## config.mk

```make
export PLATFORM = sky130hd
export DESIGN_NAME = bba_node_unit
export DESIGN_NICKNAME = d
export VERILOG_FILES = /design/src/rtl/bba_pkg.sv /design/src/rtl/bba_node_unit.sv
export SDC_FILE = /design/constraint.sdc
export NUM_CORES = 1
export LEC_CHECK = 0
export BUFFER_PORTS_ARGS = -buffer_cell sky130_fd_sc_hd__buf_2
export CORE_MARGIN = 1
export CORE_UTILIZATION = 60
export DETAILED_ROUTE_END_ITERATION = 8
export GPL_TIMING_DRIVEN = 0
export PLACE_DENSITY = 0.88
export SETUP_SLACK_MARGIN = 0.3
export SYNTH_ARGS = -nofsm -noshare
export SYNTH_HDL_FRONTEND = slang
export SYNTH_SLANG_ARGS = --single-unit
```

## constraint.sdc

```tcl
create_clock -name vclk -period 6.1
set_input_delay 0.61 -clock vclk [all_inputs]
set_output_delay 0.61 -clock vclk [all_outputs]
set_load 0.1 [all_outputs]
```

## src/rtl/bba_pkg.sv

```systemverilog
package bba_pkg;

    // Request opcodes
    localparam logic OP_ALLOC = 1'b0;
    localparam logic OP_FREE  = 1'b1;

    // Result status codes
    localparam logic [1:0] ST_OK       = 2'd0;
    localparam logic [1:0] ST_NO_SPACE = 2'd1;
    localparam logic [1:0] ST_BAD_SIZE = 2'd2;
    localparam logic [1:0] ST_NOT_ALLOC = 2'd3;

    // Width of an internal order value, wide enough for any segment order
    localparam int ORD_W = 5;

    // Smallest segment order the register accepts
    localparam logic [ORD_W-1:0] SEG_ORDER_FLOOR = 5'd15;
    localparam logic [ORD_W-1:0] SEG_ORDER_RESET = 5'd18;

    typedef struct packed {
        logic        opcode;
        logic [12:0] request_size;
        logic [17:0] block_offset;
    } in_item_t;

    typedef struct packed {
        logic [1:0]  status;
        logic [17:0] granted_offset;
        logic [3:0]  granted_order;
    } out_item_t;

endpackage

```

## src/rtl/bba_node_unit.sv

```systemverilog
module bba_node_unit #(
    parameter int MAX_SEGMENT_LOG2 = 18,
    parameter int MIN_BLOCK_LOG2   = 7
) (
    input  logic [4:0]                                order,
    input  logic [MAX_SEGMENT_LOG2:0]                 offset,
    output logic [MAX_SEGMENT_LOG2-MIN_BLOCK_LOG2:0]  node
);
    import bba_pkg::*;

    localparam int OFFW = MAX_SEGMENT_LOG2 + 1;
    localparam int NW   = MAX_SEGMENT_LOG2 - MIN_BLOCK_LOG2 + 1;

    logic [OFFW-1:0] base;
    logic [OFFW-1:0] sum;

    // Tree node of the block at this order and offset: level base plus index
    always_comb begin
        base = (OFFW'(1) << (ORD_W'(MAX_SEGMENT_LOG2) - order)) - OFFW'(1);
        sum  = base + (offset >> order);
        node = sum[NW-1:0];
    end

endmodule

```

Word-level counts from Yosys, hierarchy flattened
Cells that the tools add are included.
{ "totals": {"latch_bits": 0, "mem_bits_ro": 0, "ramBits": 0, "output_inout_bits": 12, "reg_bits": 0, "in_bits": 24, "memories": 0} }
{ "op_classes": {"div": 0, "order_cmp": 0, "muxes": 0, "n_shift": 2, "n_reduce_logical": 0, "add_sub_neg": 3, "n_bitwise": 0, "eq_ne": 0, "n_mul": 0} }
{ "ops": {"columns": ["cell", "n"], "rows": [
  ["19-bit by 5-bit >> shifter with 12-bit output", 1],
  ["12-bit adder", 1],
  ["1-bit by 5-bit << shifter with 12-bit output, first input constant", 1],
  ["12-bit by 2-bit subtractor with 12-bit output, second input constant", 1],
  ["5-bit subtractor, first input constant", 1]
]} }

Logic depth before layout (Yosys ltp)
Gate-level depths: netlist (run 1).
{ "logic_depth": {"word_depth": 4, "mapped_depth": 19, "ltp_nobuf": 17} }

Worst setup path before layout (run 1)
OpenSTA, ideal clock, no wires.
{ "synth_timing": {"path_kind": "input to output", "start": "in order[0]", "end": "out node[11]", "required_time_ns": 5.490, "path_stages": 19, "path_buffers": 3, "arrival_time_ns": 4.562, "slack_ns": 0.928, "cell_sequence": "buf_6 > buf_4 > buf_2 > mux2i_1 > o21ai_0 > o21ai_0 > o22ai_1 > a21oi_1 > ha_1 > inv_1 > ha_1 > inv_1 > fa_1 > nor2b_1 > o21ai_0 > nand2b_1 > a21oi_1 > o21ai_0 > xnor2_1"} }
{ "synth_via": {"elab_chain_len": 4, "word_cells_on_any_way": 5, "classes_between": "3 x add/sub; 2 x shift"} }
{ "synth_lines": {"columns": ["item", "line_no", "rtl"], "rows": [
  ["from (decl)", "bba_node_unit.sv:5", "input logic [4:0] order,"],
  ["5-bit subtractor", "bba_node_unit.sv:19", "base = (OFFW'(1) << (ORD_W'(MAX_SEGMENT_LOG2) - order)) - OFFW'(1);"],
  ["1-bit by 5-bit << shifter with 12-bit output", "bba_node_unit.sv:19", null],
  ["12-bit by 2-bit subtractor with 12-bit output", "bba_node_unit.sv:19", null],
  ["12-bit adder (*)", "bba_node_unit.sv:20", "sum = base + (offset >> order);"],
  ["to (decl)", "bba_node_unit.sv:7", "output logic [MAX_SEGMENT_LOG2-MIN_BLOCK_LOG2:0] node"]
]} }
Every way passes the cells marked *; elsewhere a longest branch is shown, timed or not.

Worst setup path after layout (run 1)
Ends and elaborated chain as after synthesis.

==> run summary, run 1 <==
CP Launch Point: order[0]
crit path cell chain: buf_6 -> buf_4 -> nor2b_1 -> nand2_1 -> o21ai_0 -> mux2i_1 -> o22ai_1 -> a22oi_1 -> ha_1 -> inv_1 -> ha_1 -> inv_1 -> fa_1 -> nor2b_1 -> o21ai_0 -> nand2b_1 -> a21oi_1 -> o21ai_0 -> xnor2_1 -> buf_2
Sw Ratio: 77.1%
DR vias: 1560
metal3 WL: 232 um
Initial Utilization: 64.7%
Cell Area, Placed: 1660 um^2
n_diodes: 0
unrepaired setup endpoints after global routing: no
Routed Antenna Nets: 0
FFs & Latches: 0
All-Layer GR Usage: 28.1%
nets: 283
Mapped Cells: 202
largest net degree at the start of global routing: 11
vias per cell: 5.93
Crit Path Max Fanout: 10
Int Power: 0.101 mW
register area: 0 um^2
Tot Pwr: 0.441 mW
total gr overflow: 0
Psw: 0.340 mW
hpwl dp: 2.86 mm
Finished Cell Area: 1660 um^2
min-delay worst type: in2out
Final Non-Filler Cells: 263
Post-CTS Setup Inserts: 0
drc violations: 0
hold violation total from the final report: 0
Slew @ Worst Pin: 0.529 ns
top layer in use: met4
Die ar.: 2630 um^2
final WL: 3.36 mm
DIE WIDTH: 51.3 um
Peak VDD IR: 0.000321 V
Layout area overhead: 13.7%
first-pass GRT wire length: 5.86 mm
initial antenna violation count: 0
sequential share of the synthesized area: 0%
WP data required: 5.49 ns
crit path to: node[11]
Resize count post-CTS: 0
Comb pwr share: 100.0%
slew margin rel.: 64.3%
Avg Inst Size Synth: 7.22 um^2
initial DRC count: 76
Port Buffers: 33
total length of routed met2 wires: 1.54 mm
vias in the first global route: 1384
CLK BUF: 0
Pleak: 0.852 nW
Crit path largest cell delay: 0.44 ns
min Tclk post-route: 4.77 ns
met1 WL: 1.54 mm
f_max: 210 MHz
Yosys warnings: 0
Setup Crit Path Kind: in2out
CP arrival: 4.16 ns
fin crit share: 78.2%
clock network fraction of total power: 0%
Min Hold Slack: 1.90 ns
core area: 2250 um^2
highest-delay cell along the critical path: buf_2
fillers: 217
Slew Viols, Final: 0
number of max-cap violations: 0
critical path launch point type: input port
pwr/cell area: 266 nW/um^2
synthesized area: 1460 um^2
syn_nets: 248
Die H: 51.3 um
hold_buf cts: 0
CP Capture Type: primary output
cell mode on critical path: o21ai_0
WL/cell: 12.8 um
dpl cells: 263
GP Congestion: 0.937
Top Ports: 36
sequential share of power: 0%
setup TNS: 0 ns
drt pass-1 iters: 4
layout cell share with drive strength beyond 1: 23.0%
Core Rows: 17
status: finished, final reports clean
Final setup viols: 0
post-synth cell types: 40
## how the worst min path moves through the flow
stage / from / end / slack (ns) / depth (start not counted)
finish: order[3] / node[11] / 1.90 / 5
global route: order[3] / node[11] / 1.93 / 5
CTS: order[3] / node[11] / 1.90 / 5
detailed placement: order[3] / node[11] / 1.90 / 5
global placement: order[3] / node[11] / 1.89 / 5
floorplan: order[3] / node[11] / 1.96 / 3
## kinds of logic after synthesis
| family | after synthesis | share of synthesized area [%] |
|---|---|---|
| xor+xnor | 10 | 6.01 |
| buf+inv | 38 | 12.4 |
| simple gates | 59 | 18.4 |
| fa+ha+maj | 22 | 19.4 |
| mux | 28 | 24.0 |
| compound gates | 45 | 19.8 |
## placed cells by master (no fill, tap or decap), drive strengths merged, types with 3 or more instances in the layout
cell type and n:
nor2b 3, ha 21, o21ai 11, nand2 29, a21oi 12, o22ai 5, mux2 6, a21o 3
nand3 3, mux4 5, a211o 4, xor2 3, nor2 14, buf 40, mux2i 17, clkbuf 4
inv 26, nand2b 5, xnor2 7
## power groups by stage
stage                     combinational, mW  sequential [mW]  clock (mW)
final                                 0.441                0           0
after detailed placement              0.440                0           0
after CTS                             0.441                0           0
after global placement                0.436                0           0
after global routing                  0.467                0           0
after floorplan                       0.379                0           0
## cells in the mapped netlist, types with 2 or more instances
master / number / share of area [%]
clkbuf_1: 4 / 1.0
mux2i_1: 17 / 12
o21ai_0: 8 / 2.7
a31oi_1: 2 / 0.86
nor3_1: 2 / 0.69
a211oi_1: 2 / 1.0
mux4_2: 5 / 7.7
inv_1: 26 / 6.7
xnor2_1: 7 / 4.2
nand3_1: 3 / 1.0
buf_6: 2 / 1.5
nor2_1: 13 / 3.3
nand2_1: 28 / 7.2
nor2b_1: 3 / 1.3
xor2_1: 3 / 1.8
nand2b_1: 5 / 2.1
a22oi_1: 2 / 1.0
a21oi_1: 12 / 4.1
mux2_2: 6 / 4.6
o21ai_1: 2 / 0.69
a21o_1: 3 / 1.5
buf_2: 2 / 0.69
ha_1: 21 / 18
o22ai_1: 5 / 2.1
a211o_1: 4 / 2.4
## layer usage
metal  track usage [%]  vias to the layer above
li1                  -                      777
met1              38.7                      709
met2              47.4                       66
met3              2.98                        8
met4              5.41                        0
met5                 0                        -
## per-stage QoR
stage | utilization (%) | setup WS [ns]
floorplan | - | 0.928
global placement | 73.5 | 1.38
detailed placement | 73.5 | 1.38
CTS | 73.5 | 1.36
global route | 73.5 | 1.07
finish | 73.5 | 1.33
## layout make-up
class / instances / area, um^2 / share of cell area (%)
Timing Repair Buffer: 33 / 165 / 9.96
Inverter: 27 / 101 / 6.11
Multi-Input combinational cell: 164 / 1280 / 77.1
Tap cell: 28 / 35.0 / 2.11
Buffer: 11 / 78.8 / 4.75
## critical path: cells and delay by family
| family | cells | cell delay (ns) |
|---|---|---|
| AOI/OAI and AO/OA | 6 | 0.92 |
| xor gates and xnor gates | 1 | 0.14 |
| and+or+nand+nor | 4 | 0.74 |
| adders and majority gates | 3 | 0.74 |
| buffers and inverters | 5 | 0.86 |
| muxes | 1 | 0.15 |
No activity file was read; power rests on OpenSTA's default activity.
==> inputs of run 2 (changes only) <==
--- a/config.mk
+++ b/config.mk
@@ -5,12 +5,13 @@
 export SDC_FILE = /design/constraint.sdc
 export NUM_CORES = 1
 export LEC_CHECK = 0
+export ABC_AREA = 1
 export BUFFER_PORTS_ARGS = -buffer_cell sky130_fd_sc_hd__buf_2
 export CORE_MARGIN = 1
-export CORE_UTILIZATION = 60
+export CORE_UTILIZATION = 58
 export DETAILED_ROUTE_END_ITERATION = 8
 export GPL_TIMING_DRIVEN = 0
-export PLACE_DENSITY = 0.88
+export PLACE_DENSITY = 0.85
 export SETUP_SLACK_MARGIN = 0.3
 export SYNTH_ARGS = -nofsm -noshare
 export SYNTH_HDL_FRONTEND = slang
==> constraint.sdc (replaced) <==
create_clock -name vclk -period 4.9
set_input_delay 0.49 -clock vclk [all_inputs]
set_output_delay 0.49 -clock vclk [all_outputs]
set_load 0.1 [all_outputs]
==> run 2 against run 1 <==
Net effect: first-iteration DRC count is 6.6% lower; worst hold slack got worse by 0.096 ns; flip-flop and latch count stayed put; global-route usage increased by 1.0 points; sequential share of layout area stayed put; via count is 28% higher; largest cell class unchanged; highest routed layer is now met3.
==> run summary, run 2 <==
CP Capture Type: primary output
Yosys warnings: 0
number of max-cap violations: 0
Core Rows: 18
Routed Antenna Nets: 0
Final setup viols: 0
Port Buffers: 34
hpwl dp: 3.50 mm
post-synth cell types: 30
CP bufs+invs: 5
multiplexer area fraction after synthesis: 0%
nets: 386
syn_nets: 350
hold_buf cts: 0
Peak VDD IR: 0.000696 V
critical path launch point type: input port
slew margin rel.: 67.7%
DR vias: 2003
layout cell share with drive strength beyond 1: 18.0%
count leader, synth: nand2_1
Synth Area in Adders: 17.5%
Post-CTS Setup Inserts: 0
Setup Crit Path Kind: in2out
post-synthesis compound-gate area fraction: 15.6%
Pleak: 1.05 nW
initial antenna violation count: 0
Layout area overhead: 12.9%
vias in the first global route: 1564
CP arrival: 3.63 ns
cell mode on critical path: nor2_1
status: finished, final reports clean
largest net degree at the start of global routing: 11
leading cell types in the layout, fill and taps excluded: 93 x nand2_1, 47 x inv_1, 40 x nand3_1, 37 x buf_2, 21 x ha_1
hold violation total from the final report: 0
CLK BUF: 0
WL/cell: 11.2 um
min-delay worst type: in2out
Tot Pwr: 0.575 mW
fin crit share: 84.2%
XOR/XNOR share of the synthesized area: 4.88%
CP top delay family: simple AND/OR/NAND/NOR gates
first-pass GRT wire length: 6.53 mm
register area: 0 um^2
DIE WIDTH: 54.8 um
crit path cell chain: buf_2 -> buf_4 -> nor2_1 -> nand2_1 -> o21ai_0 -> nand3_1 -> nand2_1 -> nor2_1 -> ha_1 -> inv_1 -> ha_1 -> inv_1 -> fa_1 -> nor3_1 -> nor2_1 -> o21ai_1 -> xor2_1 -> buf_2
setup TNS: 0 ns
Crit Path Max Fanout: 10
core area: 2540 um^2
Avg Inst Size Synth: 5.31 um^2
sequential share of the synthesized area: 0%
share of the synthesized area in the top cell type: 21.6%
unrepaired setup endpoints after global routing: no
highest-delay cell along the critical path: buf_2
Crit path largest cell delay: 0.44 ns
Multi-input gate area: 1350 um^2
Mapped Cells: 304
total gr overflow: 0
Initial Utilization: 63.5%
synth cell count leaders: 93 x nand2_1, 47 x inv_1, 40 x nand3_1, 21 x ha_1, 19 x nor2_1
FFs & Latches: 0
Top Ports: 36
Slew @ Worst Pin: 0.483 ns
synth top area cells: nand2_1 22%, ha_1 16%, nand3_1 12%
vias per cell: 5.44
synthesized area: 1620 um^2
n_diodes: 0
Slew Viols, Final: 0
post-synth top area cell: nand2_1
Post-Synth Simple-Gate Area: 45.2%
GP Congestion: 0.941
Die H: 54.8 um
min Tclk post-route: 4.12 ns
final WL: 4.11 mm
Die ar.: 3000 um^2
Resize count post-CTS: 0
drt pass-1 iters: 4
largest family of logic cells by synthesized area: simple AND/OR/NAND/NOR gates
All-Layer GR Usage: 29.1%
f_max: 243 MHz
most common cell after layout, fill and taps aside: nand2_1
WP data required: 4.41 ns
pwr/cell area: 315 nW/um^2
drc violations: 0
Core Util, Final: 71.6%
fillers: 266
initial DRC count: 71
## run 2: changes by cell type in the layout (fill, tap and decap cells not counted), sizes merged, moves of 5 or more
cell	change
nor2	+11
mux2i	-17
o21ai	+13
mux4	-5
nand2	+66
inv	+25
mux2	-6
nand2b	-5
nand3	+39
## run 2: logic make-up after synthesis
family	Yosys count
AOI/OAI and AO/OA	43
xor gates and xnor gates	9
adders and majority gates	22
buffers and inverters	61
and+or+nand+nor	169
## run 2: layer usage
layer	vias up	track usage [%]	wire, um
met2	54	47.8	1770
li1	1054	-	-
met5	-	0	0
met1	895	43.8	2130
met4	0	0	0
met3	0	1.11	203
## run 2: layout make-up
type / count / area share [%]
plain buffers: 10 / 4.32
multi-input cells: 243 / 73.8
inverters: 51 / 10.5
well taps: 30 / 2.06
repair buffers: 34 / 9.33
## run 2: final timing paths
| path | from | to | cells past startpoint |
|---|---|---|---|
| hold / removal | order[2] | node[11] | 7 |
| setup / recovery | order[0] | node[9] | 18 |
## run 2: power by group
part / leakage, nW / switching (mW) / internal (mW)
sequential: 0 / 0 / 0
clock: 0 / 0 / 0
combinational: 1.05 / 0.456 / 0.119
total: 1.05 / 0.456 / 0.119
## run 2: metrics by stage
step                cells  cell area (um^2)  hold WS (ns)  worst slack [ns]
floorplan             304              1620          1.64             0.374
global placement      368              1820          1.79             0.822
detailed placement    368              1820          1.80             0.854
CTS                   368              1820          1.80             0.841
global route          368              1820          1.87             0.504
finish                368              1820          1.80             0.776
